===== src/hw/rtl/gcc_pkg.sv =====
// ----------------------------------------------------------------------------
// gcc_pkg
// Shared types and constants for the FASTA GC-content counter.
// ----------------------------------------------------------------------------
package gcc_pkg;

  localparam int COUNT_WIDTH = 32;   // default width of the base and bad-byte counters
  localparam int FIELD_WIDTH = 32;   // width of the total fields in a result
  localparam int WIDE_WIDTH  = 64;   // holds any counter value for clamping to a field
  localparam int PCT_WIDTH   = 14;   // width of the percent field
  localparam int QUEUE_DEPTH = 4;    // entries between the parser and the counters

  localparam logic [PCT_WIDTH-1:0] PCT_MAX = 14'd10000;

  // The percent is (gc * GC_SCALE + total) / (2 * total).
  localparam int SCALE_BITS = 15;
  localparam logic [SCALE_BITS-1:0] GC_SCALE = 15'd20000;

  // Byte classes handed from the parser to the counters.
  localparam logic [2:0] CLS_NONE = 3'd0;
  localparam logic [2:0] CLS_A    = 3'd1;
  localparam logic [2:0] CLS_C    = 3'd2;
  localparam logic [2:0] CLS_G    = 3'd3;
  localparam logic [2:0] CLS_T    = 3'd4;
  localparam logic [2:0] CLS_BAD  = 3'd5;

  typedef struct packed {
    logic [7:0] data_byte;
    logic       end_of_file;
  } item_t;

  typedef struct packed {
    logic [PCT_WIDTH-1:0]   gc_hundredths;
    logic [FIELD_WIDTH-1:0] gc_total;
    logic [FIELD_WIDTH-1:0] at_total;
    logic                   no_bases;
    logic [FIELD_WIDTH-1:0] bad_byte_total;
  } result_t;

  typedef struct packed {
    logic       last;
    logic [2:0] cls;
  } entry_t;

endpackage


===== src/hw/rtl/gcc_front.sv =====
// ----------------------------------------------------------------------------
// gcc_front
// Tracks the header and sequence lines of the file and classifies each byte.
// ----------------------------------------------------------------------------
module gcc_front (
  input  logic           clk,
  input  logic           rst,
  input  gcc_pkg::item_t item,
  input  logic           accept,
  output gcc_pkg::entry_t entry,
  output logic           entry_push
);

  localparam logic [1:0] PH_SKIP   = 2'd0;
  localparam logic [1:0] PH_HEADER = 2'd1;
  localparam logic [1:0] PH_SEQ    = 2'd2;

  localparam logic [7:0] CHAR_GT = 8'h3E;
  localparam logic [7:0] CHAR_NL = 8'h0A;

  logic [1:0] phase;
  logic [1:0] phase_next;
  logic [2:0] cls;

  function automatic logic [2:0] classify(input logic [7:0] ch);
    logic [7:0] u;
    logic [2:0] c;
    u = (ch >= "a" && ch <= "z") ? ch - 8'd32 : ch;
    case (u)
      "A": c = gcc_pkg::CLS_A;
      "C": c = gcc_pkg::CLS_C;
      "G": c = gcc_pkg::CLS_G;
      "T": c = gcc_pkg::CLS_T;
      "M", "R", "W", "S", "Y", "K", "V", "H", "D", "B", "X", "N": c = gcc_pkg::CLS_NONE;
      default: c = gcc_pkg::CLS_BAD;
    endcase
    return c;
  endfunction

  always_comb begin
    phase_next = phase;
    cls        = gcc_pkg::CLS_NONE;
    case (phase)
      PH_SKIP: begin
        phase_next = PH_HEADER;
      end
      PH_HEADER: begin
        if (item.data_byte == CHAR_NL) begin
          phase_next = PH_SEQ;
        end
      end
      default: begin
        phase_next = PH_SEQ;
        if (item.data_byte == CHAR_GT) begin
          phase_next = PH_HEADER;
        end else if (item.data_byte != CHAR_NL) begin
          cls = classify(item.data_byte);
        end
      end
    endcase
    // The next file starts over with its own first byte skipped.
    if (item.end_of_file) begin
      phase_next = PH_SKIP;
    end
  end

  always_ff @(posedge clk) begin
    if (rst) begin
      phase <= PH_SKIP;
    end else if (accept) begin
      phase <= phase_next;
    end
  end

  assign entry.last = item.end_of_file;
  assign entry.cls  = cls;
  assign entry_push = accept && (cls != gcc_pkg::CLS_NONE || item.end_of_file);

endmodule


===== src/hw/rtl/gcc_fifo.sv =====
// ----------------------------------------------------------------------------
// gcc_fifo
// Short queue of classified bytes between the parser and the counters.
// ----------------------------------------------------------------------------
module gcc_fifo (
  input  logic            clk,
  input  logic            rst,
  input  logic            push,
  input  gcc_pkg::entry_t wdata,
  output logic            full,
  input  logic            pop,
  output gcc_pkg::entry_t rdata,
  output logic            empty
);

  localparam int DEPTH = gcc_pkg::QUEUE_DEPTH;
  localparam int AW    = $clog2(DEPTH);

  gcc_pkg::entry_t mem [DEPTH];
  logic [AW-1:0]   wr_ptr;
  logic [AW-1:0]   rd_ptr;
  logic [AW:0]     count;
  logic            do_push;
  logic            do_pop;

  assign full    = (count == (AW+1)'(DEPTH));
  assign empty   = (count == '0);
  assign do_push = push && !full;
  assign do_pop  = pop && !empty;
  assign rdata   = mem[rd_ptr];

  always_ff @(posedge clk) begin
    if (do_push) begin
      mem[wr_ptr] <= wdata;
    end
  end

  always_ff @(posedge clk) begin
    if (rst) begin
      wr_ptr <= '0;
      rd_ptr <= '0;
      count  <= '0;
    end else begin
      if (do_push) begin
        wr_ptr <= (wr_ptr == AW'(DEPTH - 1)) ? '0 : wr_ptr + 1'b1;
      end
      if (do_pop) begin
        rd_ptr <= (rd_ptr == AW'(DEPTH - 1)) ? '0 : rd_ptr + 1'b1;
      end
      if (do_push && !do_pop) begin
        count <= count + 1'b1;
      end else if (do_pop && !do_push) begin
        count <= count - 1'b1;
      end
    end
  end

endmodule


===== src/hw/rtl/gcc_back.sv =====
// ----------------------------------------------------------------------------
// gcc_back
// Saturating base and bad-byte counters, and the end-of-file percent unit
// (shift-add multiply, then restoring division, one step per cycle).
// ----------------------------------------------------------------------------
module gcc_back #(
  parameter int COUNT_WIDTH = gcc_pkg::COUNT_WIDTH
) (
  input  logic             clk,
  input  logic             rst,
  input  gcc_pkg::entry_t  entry,
  input  logic             entry_valid,
  output logic             entry_take,
  output gcc_pkg::result_t result,
  output logic             result_valid,
  input  logic             result_take
);

  localparam int CW   = COUNT_WIDTH;
  localparam int NW   = CW + gcc_pkg::SCALE_BITS + 2;
  localparam int PW   = gcc_pkg::PCT_WIDTH;
  localparam int SB   = gcc_pkg::SCALE_BITS;
  localparam int FW   = gcc_pkg::FIELD_WIDTH;
  localparam int WIDE = gcc_pkg::WIDE_WIDTH;
  localparam int MBW  = $clog2(SB);
  localparam int DBW  = $clog2(PW);

  localparam logic [2:0] B_IDLE  = 3'd0;
  localparam logic [2:0] B_PREP1 = 3'd1;
  localparam logic [2:0] B_PREP2 = 3'd2;
  localparam logic [2:0] B_MUL   = 3'd3;
  localparam logic [2:0] B_DIV   = 3'd4;
  localparam logic [2:0] B_OUT   = 3'd5;

  logic [2:0]    state;
  logic [CW-1:0] cnt_a, cnt_c, cnt_g, cnt_t, cnt_bad;
  logic [CW:0]   gc_r, at_r;
  logic [CW+1:0] tot_r;
  logic [NW-1:0] num, gsh, dsh;
  logic [MBW-1:0] mbit;
  logic [DBW-1:0] dstep;
  logic [PW-1:0] quo;
  logic          out_load;
  logic          no_bases;

  function automatic logic [FW-1:0] sat_field(input logic [CW:0] v);
    logic [CW-1:0]   c;
    logic [WIDE-1:0] e;
    c = v[CW] ? '1 : v[CW-1:0];
    e = WIDE'(c);
    return (|e[WIDE-1:FW]) ? '1 : e[FW-1:0];
  endfunction

  assign entry_take = (state == B_IDLE) && entry_valid;
  assign out_load   = (state == B_OUT) && (!result_valid || result_take);
  assign no_bases   = (tot_r == '0);

  // Counters: one classified byte per cycle while idle, cleared with the result.
  always_ff @(posedge clk) begin
    if (rst || out_load) begin
      cnt_a   <= '0;
      cnt_c   <= '0;
      cnt_g   <= '0;
      cnt_t   <= '0;
      cnt_bad <= '0;
    end else if (entry_take) begin
      case (entry.cls)
        gcc_pkg::CLS_A:   if (cnt_a != '1) cnt_a <= cnt_a + 1'b1;
        gcc_pkg::CLS_C:   if (cnt_c != '1) cnt_c <= cnt_c + 1'b1;
        gcc_pkg::CLS_G:   if (cnt_g != '1) cnt_g <= cnt_g + 1'b1;
        gcc_pkg::CLS_T:   if (cnt_t != '1) cnt_t <= cnt_t + 1'b1;
        gcc_pkg::CLS_BAD: if (cnt_bad != '1) cnt_bad <= cnt_bad + 1'b1;
        default: ;
      endcase
    end
  end

  always_ff @(posedge clk) begin
    if (rst) begin
      state <= B_IDLE;
    end else begin
      case (state)
        B_IDLE: begin
          if (entry_take && entry.last) begin
            state <= B_PREP1;
          end
        end
        B_PREP1: state <= B_PREP2;
        B_PREP2: state <= B_MUL;
        B_MUL: begin
          if (mbit == MBW'(SB - 1)) begin
            state <= no_bases ? B_OUT : B_DIV;
          end
        end
        B_DIV: begin
          if (dstep == DBW'(PW - 1)) begin
            state <= B_OUT;
          end
        end
        B_OUT: begin
          if (out_load) begin
            state <= B_IDLE;
          end
        end
        default: state <= B_IDLE;
      endcase
    end
  end

  // Datapath of the percent unit.
  always_ff @(posedge clk) begin
    case (state)
      B_PREP1: begin
        gc_r <= {1'b0, cnt_g} + {1'b0, cnt_c};
        at_r <= {1'b0, cnt_a} + {1'b0, cnt_t};
      end
      B_PREP2: begin
        tot_r <= {1'b0, gc_r} + {1'b0, at_r};
        num   <= NW'({1'b0, gc_r} + {1'b0, at_r});
        gsh   <= NW'(gc_r);
        mbit  <= '0;
        quo   <= '0;
      end
      B_MUL: begin
        // The rounding term is already in num; add the scaled gc one bit at a time.
        if (gcc_pkg::GC_SCALE[mbit]) begin
          num <= num + gsh;
        end
        gsh   <= gsh << 1;
        mbit  <= mbit + 1'b1;
        dsh   <= NW'(tot_r) << PW;
        dstep <= '0;
      end
      B_DIV: begin
        if (num >= dsh) begin
          num <= num - dsh;
          quo <= {quo[PW-2:0], 1'b1};
        end else begin
          quo <= {quo[PW-2:0], 1'b0};
        end
        dsh   <= dsh >> 1;
        dstep <= dstep + 1'b1;
      end
      default: ;
    endcase
  end

  always_ff @(posedge clk) begin
    if (out_load) begin
      result.gc_hundredths  <= (quo > gcc_pkg::PCT_MAX) ? gcc_pkg::PCT_MAX : quo;
      result.gc_total       <= sat_field(gc_r);
      result.at_total       <= sat_field(at_r);
      result.no_bases       <= no_bases;
      result.bad_byte_total <= sat_field({1'b0, cnt_bad});
    end
  end

  always_ff @(posedge clk) begin
    if (rst) begin
      result_valid <= 1'b0;
    end else if (out_load) begin
      result_valid <= 1'b1;
    end else if (result_take) begin
      result_valid <= 1'b0;
    end
  end

  a_clear_after_result: assert property (@(posedge clk) disable iff (rst)
    out_load |=> (cnt_a == '0 && cnt_c == '0 && cnt_g == '0 && cnt_t == '0 && cnt_bad == '0))
    else $error("counters not cleared after a result request was loaded");

  a_counts_hold: assert property (@(posedge clk) disable iff (rst)
    (state == B_MUL || state == B_DIV) |=> $stable({cnt_a, cnt_c, cnt_g, cnt_t, cnt_bad}))
    else $error("counters changed while the percent was being computed");

  a_pct_range: assert property (@(posedge clk) disable iff (rst)
    result_valid |-> result.gc_hundredths <= gcc_pkg::PCT_MAX)
    else $error("percent above 100.00");

  a_no_bases: assert property (@(posedge clk) disable iff (rst)
    (result_valid && result.no_bases) |->
      (result.gc_hundredths == '0 && result.gc_total == '0 && result.at_total == '0))
    else $error("no-bases result carries nonzero counts or percent");

endmodule


===== src/hw/rtl/fasta_gc_content_counter.sv =====
// ----------------------------------------------------------------------------
// fasta_gc_content_counter
// Counts A/C/G/T and bad bytes of a FASTA byte stream and reports GC content.
// ----------------------------------------------------------------------------
// One byte request is taken per cycle while full is low. A parser classifies
// each byte and places counted bytes and the end-of-file mark into a
// four-entry queue; the counting unit drains that queue at one entry per
// cycle while idle. At the end of a file the counting unit forms the result:
// setup states that sum the counts, a shift-add multiply by 20000, a
// restoring division, one step per cycle, and a load of the output register
// once it is free. A file with no bases skips the division. During that time
// the parser keeps accepting bytes of the next file until the queue fills.
// The result then waits in an output register until it is popped, and the
// counters start from zero for the next file.
module fasta_gc_content_counter #(
  parameter int COUNT_WIDTH = gcc_pkg::COUNT_WIDTH
) (
  input  logic             clk,
  input  logic             rst,
  input  gcc_pkg::item_t   item,
  input  logic             push,
  output logic             full,
  output gcc_pkg::result_t result,
  output logic             empty,
  input  logic             pop
);

  gcc_pkg::entry_t front_entry;
  gcc_pkg::entry_t queue_entry;
  logic            front_push;
  logic            queue_empty;
  logic            queue_take;
  logic            result_valid;
  logic            accept;

  assign accept = push && !full;
  assign empty  = !result_valid;

  gcc_front u_front (
    .clk        (clk),
    .rst        (rst),
    .item       (item),
    .accept     (accept),
    .entry      (front_entry),
    .entry_push (front_push)
  );

  gcc_fifo u_fifo (
    .clk   (clk),
    .rst   (rst),
    .push  (front_push),
    .wdata (front_entry),
    .full  (full),
    .pop   (queue_take),
    .rdata (queue_entry),
    .empty (queue_empty)
  );

  gcc_back #(
    .COUNT_WIDTH (COUNT_WIDTH)
  ) u_back (
    .clk          (clk),
    .rst          (rst),
    .entry        (queue_entry),
    .entry_valid  (!queue_empty),
    .entry_take   (queue_take),
    .result       (result),
    .result_valid (result_valid),
    .result_take  (pop)
  );

endmodule

===== config.mk =====
export PLATFORM = sky130hd
export DESIGN_NAME = fasta_gc_content_counter
export DESIGN_NICKNAME = d
export VERILOG_FILES = /design/src/hw/rtl/gcc_pkg.sv /design/src/hw/rtl/gcc_front.sv /design/src/hw/rtl/gcc_fifo.sv /design/src/hw/rtl/gcc_back.sv /design/src/hw/rtl/fasta_gc_content_counter.sv
export SDC_FILE = /design/constraint.sdc
export NUM_CORES = 1
export LEC_CHECK = 0
export BUFFER_PORTS_ARGS = -buffer_cell sky130_fd_sc_hd__buf_4
export CAP_MARGIN = 20
export CELL_PAD_IN_SITES_DETAIL_PLACEMENT = 1
export CELL_PAD_IN_SITES_GLOBAL_PLACEMENT = 1
export CORE_ASPECT_RATIO = 0.9
export CORE_MARGIN = 2
export CORE_UTILIZATION = 50
export DETAILED_ROUTE_END_ITERATION = 10
export PLACE_DENSITY = 0.87
export SYNTH_ARGS = -nofsm -noshare
export SYNTH_HDL_FRONTEND = slang
export SYNTH_SLANG_ARGS = --single-unit

===== constraint.sdc =====
create_clock -name clk -period 7.8 [get_ports clk]
set_input_delay 0.78 -clock clk [delete_from_list [all_inputs] [get_ports clk]]
set_output_delay 0.78 -clock clk [all_outputs]
set_load 0.02 [all_outputs]

# == Word level (Yosys, flattened, before mapping) ==
# Memory sizes are Yosys's and may differ from the RTL's. A register that Yosys moved wholly into a read port is not among the register bits.
# Index checks and enable logic that the tools add are counted.
# word_totals
output_inout_bits,113
latchBits,0
wordCells,172
mem_bits_ro,16
ff_bits,553
input_bits,13
mem_count,2
ramBits,16
# memory_table
memory,words,word_bits,read_ports,rd_ports_with_merged_regs,write_ports,line_no,text
(no name shown),16,1,1,1,0,gcc_back.sv:126,if (gcc_pkg::GC_SCALE[mbit]) begin
u_fifo.mem,4,4,1,1,1,gcc_fifo.sv:19,gcc_pkg::entry_t mem [DEPTH];
# classes
n_lt_le_gt_ge,5
reduce_logical,39
shift,0
muxes,36
div,0
add_sub_neg,18
n_bitwise,0
eq_ne,47
multipliers,0
# ops
cell,n
49-bit case mux with 2 select lines,2
32-bit by 1-bit adder with 32-bit output (second input constant),5
32-bit inequality test (second input constant),5
49-bit case mux with 3 select lines,1
8-bit by 7-bit equality test with 1-bit output (second input constant),16
49-bit two-way mux,2
33-bit by 33-bit adder with 34-bit output,2
32-bit by 32-bit adder with 33-bit output,2
49-bit adder,1
49-bit >= comparator,1
49-bit subtractor,1
34-bit logical NOT,1
14-bit case mux with 2 select lines,1
3-bit two-way mux,9
3-bit case mux with 6 select lines,1
3-bit AND reduction,6
4-bit case mux with 2 select lines,2
3-bit equality test (second input constant),5
3-bit case mux with 5 select lines,1
14-bit greater-than comparator (second input constant),1
2-bit two-way mux,7
3-bit by 2-bit equality test with 1-bit output (second input constant),4
12-bit OR reduction,1
1-bit logical AND,10
31 further kinds,58

# == Logic depth before layout (Yosys ltp) ==
# Gate-level depths: netlist (run 1).
# depth
ltp_word,17
ltp_mapped,14
mapped_depth_nobuf,14

# == Cells and area by module ==
# Synthesis (run 1) repeated with hierarchy kept, for this count alone.
# unflattened
cells_unflattened,3267
hier_area_um2,32601.3
# by_module_without_submodules
mod,n_inst,seq_area_each_um2,area_per_inst_um2,cells_per_inst
gcc_back,1,14684.1,31051.0,3132
gcc_fifo,1,660.6,1073.5,70
gcc_front,1,40.0,455.4,62
fasta_gc_content_counter,1,0.0,21.3,3

# == Worst setup path before layout (run 1) ==
# OpenSTA, ideal clock, no wires.
# synth_path
path_kind,input port to flip-flop
start,input port pop
end,register u_back.cnt_a[0]
path_stages,7
t_required_ns,7.672
path_slack_ns,0.817
arrival_time_ns,6.855
n_path_buf,3
setup_ns,0.128
path_cell_list,nor2_1 > nor2_1 > or2_2 > clkbuf_1 > clkbuf_1 > clkbuf_1 > nor2_1
# synth_between
elab_chain_len,3
# synth_rtl
item,line_no,text
start: declaration,fasta_gc_content_counter.sv:25,input logic pop
1-bit logical OR,gcc_back.sv:55,assign out_load = (state == B_OUT) && (!result_valid || result_take);
1-bit logical AND,gcc_back.sv:55,
via u_back.out_load,gcc_back.sv:43,logic out_load;
1-bit logical OR,gcc_back.sv:60,if (rst || out_load) begin
end signal: assignment,gcc_back.sv:68,gcc_pkg::CLS_A: if (cnt_a != '1) cnt_a <= cnt_a + 1'b1;
end: declaration,gcc_back.sv:36,"logic [CW-1:0] cnt_a, cnt_c, cnt_g, cnt_t, cnt_bad;"
# The timed path passes the listed nets, and every way through them passes these cells.
# A chain may end at the register's enable or synchronous reset.

# == Final worst setup path (run 1) ==
# layout_path
start,register u_back.state[2]
end,register u_back.num[33] (data pin)
# layout_between
elab_chain_len,2
elab_cells_between_ends,4
cone_classes,eq/ne: 3; mux: 1
# layout_rtl
item,line_no,text
start: declaration,gcc_back.sv:35,logic [2:0] state;
start signal: assignment,gcc_back.sv:92,state <= no_bases ? B_OUT : B_DIV;
3-bit equality test / 3-bit by 2-bit equality test with 1-bit output (equally long branches),gcc_back.sv:112,case (state)
49-bit case mux with 3 select lines (*),gcc_back.sv:112,
end signal: assignment,gcc_back.sv:119,"num <= NW'({1'b0, gc_r} + {1'b0, at_r});"
end signal: assignment,gcc_back.sv:127,num <= num + gsh;
end signal: assignment,gcc_back.sv:136,num <= num - dsh;
end: declaration,gcc_back.sv:39,"logic [NW-1:0] num, gsh, dsh;"
# Every way passes the cells marked *; elsewhere a longest branch is shown, timed or not.

==> metrics.txt, run 1 <==
Final Critical Period=4.75 ns; CP endpoint kind=flip-flop; final antenna-violating net count=0; Comb pwr share=33.3%; RSZ-0062 raised after global routing=false; dpl ws=approximately 3 ns; register area=15400 sq um; Worst EP required=8.16 ns; Fin. Hold Viols=0; share of cells above drive strength 1=roughly a tenth; Residual DRC=0; TritonCTS clock tree=yes; Top FF cell, synth=edfxtp_1; number of I/O port buffers=125; Avg Cell Area, Syn=9.96 sq um; TritonCTS Buffers=61; Synth cell types=92; fraction of registers with async set or reset after synthesis=0%; register clock-pin slew on the reported worst setup and hold paths=about 0.060 ns; synthesis warning total=0; start point of the critical path=u_back.state[2]; dpl hpwl=approximately 75000 um; peak supply drop=0.207 mV; pin count of the biggest net entering global routing=101; Max Slew Vio Count=0; I/O Pins=~130; Total Routed Length=104000 um; P&R area growth vs syn=11.7%; WP data arrival=5.12 ns; first-pass GRT wire length=between 150000 and 200000 um; syn nets=about 3500; clk root buf=clkbuf_16; htree depth=2; vias in the first global route=27700; 1st-iter DRT viols=between 2000 and 2500; Overall Global Routing Usage=between 30% and 40%; vias per inst=~6.3; Clk pwr share=28.0%; Overflow after GRT=0; final clock skew=0.0500 ns; worst reg2reg startpoint=u_back.state[2]; Post-CTS Repair Setup Buffers=0; Pre-Repair DR Iteration Count=5; chip height=247 um; cells on worst reg2reg path=13; NumNets Final=3598; WHS Path Cells=1; Post-Layout Cell Count=between 4000 and 5000; post-synthesis instance total=3280; kind of critical path=reg -> reg; pwr/cell area=between 200 and 300 nW/um^2; max_slew headroom=approximately a quarter; placed cell area=34400 sq um; Tcrit/Tclk final=61.0%; CTS Sinks=around 570; Max Cap Viol=0; Worst setup SP type=flip-flop; Setup TNS=0 ns; Achievable Freq=between 0.2 and 0.25 GHz; number of fill cells=7051; row cnt=88; Final Core Density=56.7%; Seq/Total Area, Yosys=a little under half; die area=67400 sq um; Post-CTS Hold Buffers=0; PostCTS Resize Cnt=0; Post-synth EDFFs=395; Sw Share=36.6%; Seq cells post-synth=roughly 570; setup ws final=about 3 ns; placed cells=4161; CORE AREA=between 60000 and 70000 sq um; gp weighted congestion=0.926; initial antenna violation count=5; Via Count=26800; maximum fanout along the worst path=75; hold crit path type=in -> reg; multi-input logic area=16400 sq um; Skew-Pair Late Insertion Delay=0.69 ns; DIE WIDTH=273 um; setup violators final=0; Int Power=approximately 7000 uW; Flop pwr share=around two fifths; Initial Util=between 50% and 60%; Leakage Power=approximately 0.015 uW; min-delay src=item[0]; WL/cell=24.3 um; Switch Pwr=3950 uW; Least-Margin Pin Slew=~1.1 ns; CTS Buffer Depth=3; outcome=completed; Mapped Area=32700 sq um; Final Cell Area=36500 sq um
flip-flops by register name, indices dropped and copies added (netlist names), 33 cells and up, named ones only:
signal         count
u_back.at_r       33
u_back.dsh        48
u_back.gc_r       33
u_back.gsh        49
u_back.num        49
u_back.result    111
u_back.tot_r      34
synthesized netlist by cell type (24+ instances only):
master    number  area (sq um)
nand2_1      296          1110
clkbuf_1     100           375
dfxtp_1      176          3520
nand3_1       86           430
a21oi_1      204          1020
and3_1        80           500
and2_1        34           213
o21a_1        28           210
xnor2_1      149          1310
edfxtp_1     395         11900
a31oi_1       28           175
nor3_1        46           230
nor2_1       303          1140
ha_1         209          2620
or3_1         38           238
or2_2         72           450
inv_1        128           480
nand2b_1      36           225
o21ai_0      177           886
a21o_1       125           938
nand4_1       55           344
nor4_1        24           150
xor2_1       157          1380
o21bai_1      30           225
power by group through the flow:
stage / combinational [uW] / clock [uW] / sequential [uW]
after floorplan: 2490 / 0 / 4040
after global placement: 3250 / 0 / 4190
after detailed placement: 3450 / 0 / 4220
after CTS: 3510 / 3030 / 4160
after global routing: 3870 / 3140 / 4190
final: 3580 / 3010 / 4180
path summary, 6_finish.rpt:
| path | end | slack, ns |
|---|---|---|
| max reg2reg | u_back.num[33] | 3.05 |
| min reg2reg | u_back.result[5] | 0.49 |
| max | u_back.num[33] | 3.05 |
| min | u_fifo.mem[0][3] | 0.35 |
critical path, stage by stage (launching register included):
cell and delay (ns):
dfxtp_1 0.55, inv_1 0.31, nand2_1 0.28, inv_2 0.10
buf_4 0.70, and2_2 0.26, buf_4 0.51, nor2_2 0.08
buf_4 0.27, inv_2 0.42, buf_4 0.54, nor2_1 0.12
o31ai_1 0.10, o221ai_1 0.16
per-stage QoR:
| step | total power [uW] | hold WS (ns) |
|---|---|---|
| 6_report | 10800 | 0.353 |
| 5_1_grt | 11200 | 0.340 |
| 4_1_cts | 10700 | 0.331 |
| 3_5_place_dp | 7670 | 0.470 |
| 3_3_place_gp | 7440 | 0.449 |
| 2_1_floorplan | 6530 | 0.431 |
cell usage in the layout, fill, tap and decap left out, types with 86 or more instances in the layout:
cell type  instances
edfxtp_1         395
nor2_1           300
nand2_1          294
ha_1             209
a21oi_1          204
o21ai_0          176
dfxtp_1          176
xor2_1           157
xnor2_1          149
buf_4            144
inv_1            126
a21o_1           125
nand3_1           86
cells by family after synthesis:
kind of cell               count (synthesis)  synth area share (%)
AOI/OAI and AO/OA                        777                  15.3
muxes                                     14                 0.597
and+or+nand+nor                         1152                  17.6
xor gates and xnor gates                 306                  8.20
DFF                                      571                  47.1
buffers and inverters                    245                  2.91
adders and majority gates                215                  8.37
metal layers:
| metal | global-route usage [%] | up-vias | routed length, um | part of all wire (%) |
|---|---|---|---|---|
| met5 | 0 | - | 21 | 0.020 |
| met4 | 10.8 | 4 | 3640 | 3.5 |
| met3 | 3.51 | 237 | 6300 | 6.0 |
| met2 | 52.8 | 997 | 51400 | 49 |
| met1 | 39.8 | 13500 | 42800 | 41 |
| li1 | - | 12100 | - | - |
cell type report:
cell class,count,area share [%]
inverter,128,1.32
timing repair buffer,144,2.96
sequential,571,42.1
clock inverter,26,0.672
clock buffer,90,5.05
multi-input combinational,2464,44.9
tap,855,2.93
antenna,1,0.00685
Note: power is estimated with default switching activity, not from simulation.
==> run 2: changes to the inputs <==
- clock period: 7.8 -> 4.5 ns (I/O delays scaled with it)
==> run 2 against run 1 <==
Worst setup slack lost 2.8 ns. Core utilization up 0.32 points. First-iteration DRC count decreased by 9.6%. Critical path depth shrank 2. Via count is 1.3% lower. Wire length down 2.0%. Final area rose by 0.57%. Die area is the same. Critical endpoint unchanged. Largest power group unchanged.
==> metrics.txt, run 2 (synthesized netlist as in run 1, its figures left out) <==
hold crit path type=in -> reg; Worst setup SP type=flip-flop; setup violators final=0 (unchanged); Leakage Power=0.0148 uW (+0.73%); Final Critical Period=4.28 ns (-0.477 ns); NumNets Final=3612 (+0.39%); most frequent cells in the layout=395 x edfxtp_1, 300 x nor2_1, 294 x nand2_1; setup ws final=0.223 ns (-2.82 ns); Achievable Freq=0.234 GHz (+11%); peak supply drop=0.397 mV (+92%); largest register by flop count=u_back.result; Pre-Repair DR Iteration Count=5 (unchanged); pwr/cell area=517 nW/um^2 (+75%); P&R area growth vs syn=12.3%; WP data arrival=4.65 ns (-0.47 ns); Post-CTS Hold Buffers=0 (unchanged); CTS Buffer Depth=3 (unchanged); final antenna-violating net count=0 (unchanged); chip height=247 um (unchanged); Tcrit/Tclk final=95.0% (+34 points); worst reg2reg startpoint=u_back.at_r[8]; I/O Pins=126 (unchanged); max reg flops=111 (unchanged); kind of critical path=reg -> reg; CTS Sinks=571 (unchanged); min-delay src=item[0]; RR Endpoint=u_back.num[33]; dpl ws=0.364 ns (-2.73 ns); Least-Margin Pin Slew=1.04 ns (-0.0976 ns); Fin. Hold Viols=0 (unchanged); Worst path slowest cell=a2111oi_0; Hold Crit Endpoint=u_fifo.mem[3][3]; dpl hpwl=75300 um (-0.20%); first-pass GRT wire length=158000 um (-2.1%); 1st-iter DRT viols=2071 (-9.6%); R2R Setup Slk=0.22 ns (-2.82 ns); CP endpoint kind=flip-flop; max_slew headroom=30.7% (+7.1 points); most used cell along the critical path=o31ai_1; Max Slew Vio Count=0 (unchanged); clk root buf=clkbuf_16; number of I/O port buffers=125 (unchanged); gp weighted congestion=0.966 (+4.3%); DIE WIDTH=273 um (unchanged); register area=15400 sq um (unchanged); RSZ-0062 raised after global routing=false; Worst path top cell family by delay=compound AO/OA/AOI/OAI gates; outcome=completed; register clock-pin slew on the reported worst setup and hold paths=0.06 ns (about the same); vias in the first global route=27500 (-0.58%); initial antenna violation count=5 (unchanged); Buf+Inv Stages, Crit Path=0 (-7); pin count of the biggest net entering global routing=86 (-15%); row cnt=88 (unchanged); WL/cell=23.8 um (-2.3%); number of fill cells=7026 (-0.35%); Overflow after GRT=0 (unchanged); WHS Path Cells=1 (unchanged); maximum fanout along the worst path=5 (-93%); final clock skew=0.0265 ns (-0.0235 ns); Max Cap Viol=0 (unchanged); CORE AREA=64400 sq um (unchanged); vias per inst=6.16 (-1.6%); most common cell after layout, fill and taps aside=edfxtp_1; Post-CTS Repair Setup Buffers=0 (unchanged); Top Registers=u_back.result: 111 flops, u_back.gsh: 49 flops, u_back.num: 49 flops; Initial Util=50.7% (unchanged); cells on worst reg2reg path=11 (-2); TritonCTS Buffers=61 (unchanged); PostCTS Resize Cnt=0 (unchanged); TritonCTS clock tree=yes; Total Routed Length=102000 um (-2.0%); Via Count=26500 (-1.3%); Overall Global Routing Usage=30.0% (-0.59 points); Residual DRC=0 (unchanged); CP max stage delay=0.78 ns (+0.08 ns); Worst EP required=4.87 ns (-3.29 ns); die area=67400 sq um (unchanged); critical-path cell list=ha_1 -> a21oi_1 -> o21bai_1 -> a2111oi_0 -> o41ai_1 -> a31oi_1 -> o31ai_1 -> o31ai_1 -> o21ai_0 -> o31ai_1 -> o221ai_1; Setup TNS=0 ns (unchanged); multi-input logic area=16400 sq um (about the same); Skew-Pair Late Insertion Delay=0.67 ns (-0.02 ns); htree depth=2 (unchanged); share of cells above drive strength 1=11.0% (+0.39 points)
==> run 2: cell type report <==
| class | instances | area share, % |
|---|---|---|
| diodes | 1 | 0.00682 |
| repair buffers | 158 | 3.26 |
| inverters | 128 | 1.31 |
| clock inverters | 45 | 1.57 |
| flip-flops and latches | 571 | 41.9 |
| clock buffers | 71 | 4.34 |
| multi-input cells | 2464 | 44.7 |
| well taps | 855 | 2.91 |
==> run 2: worst max-delay path by stage <==
| stage | from | endpoint | slack, ns | cells after the start |
|---|---|---|---|---|
| 5_1_grt | u_back.at_r[8] | u_back.num[33] | 0.02 | 11 |
| 4_1_cts | u_back.at_r[8] | u_back.num[33] | 0.39 | 11 |
| 2_1_floorplan | u_back.num[14] | u_back.num[0] | 0.25 | 12 |
| 3_3_place_gp | item[6] | u_fifo.count[2] | 0.55 | 15 |
| 3_5_place_dp | item[6] | u_fifo.count[2] | 0.36 | 15 |
| 6_report | u_back.at_r[8] | u_back.num[33] | 0.22 | 11 |
==> run 2: worst reg2reg max path, delay by kind of cell (launching register included) <==
family,cells,cell delay [ns]
compound gates,10,3.11
flops,1,0.46
fa+ha+maj,1,0.42
==> run 2: through the flow <==
stage,cells,power (uW),util (%),hold slack [ns],cell area [sq um]
after global placement,4175,13000,53.6,0.451,34500
after CTS,4291,18900,57.0,0.00546,36700
after detailed placement,4175,13300,53.6,0.463,34500
after global routing,4292,19800,57.0,0.0164,36700
after floorplan,3280,11300,-,0.431,32700
final,4293,19000,57.0,0.0338,36700
==> run 2: layer usage <==
metal | global-route usage, % | vias up | wire [um]
met5 | 0 | - | 0
met4 | 9.55 | 0 | 3120
met3 | 5.14 | 190 | 6660
met2 | 50.9 | 843 | 49200
met1 | 39.1 | 13300 | 43100
li1 | - | 12100 | -
==> run 2: power by group <==
part,leakage (uW),switching [uW],internal (uW)
Sequential,0.00505,601,6630
Combinational,0.00871,3980,2270
Clock,0.00107,2270,3230
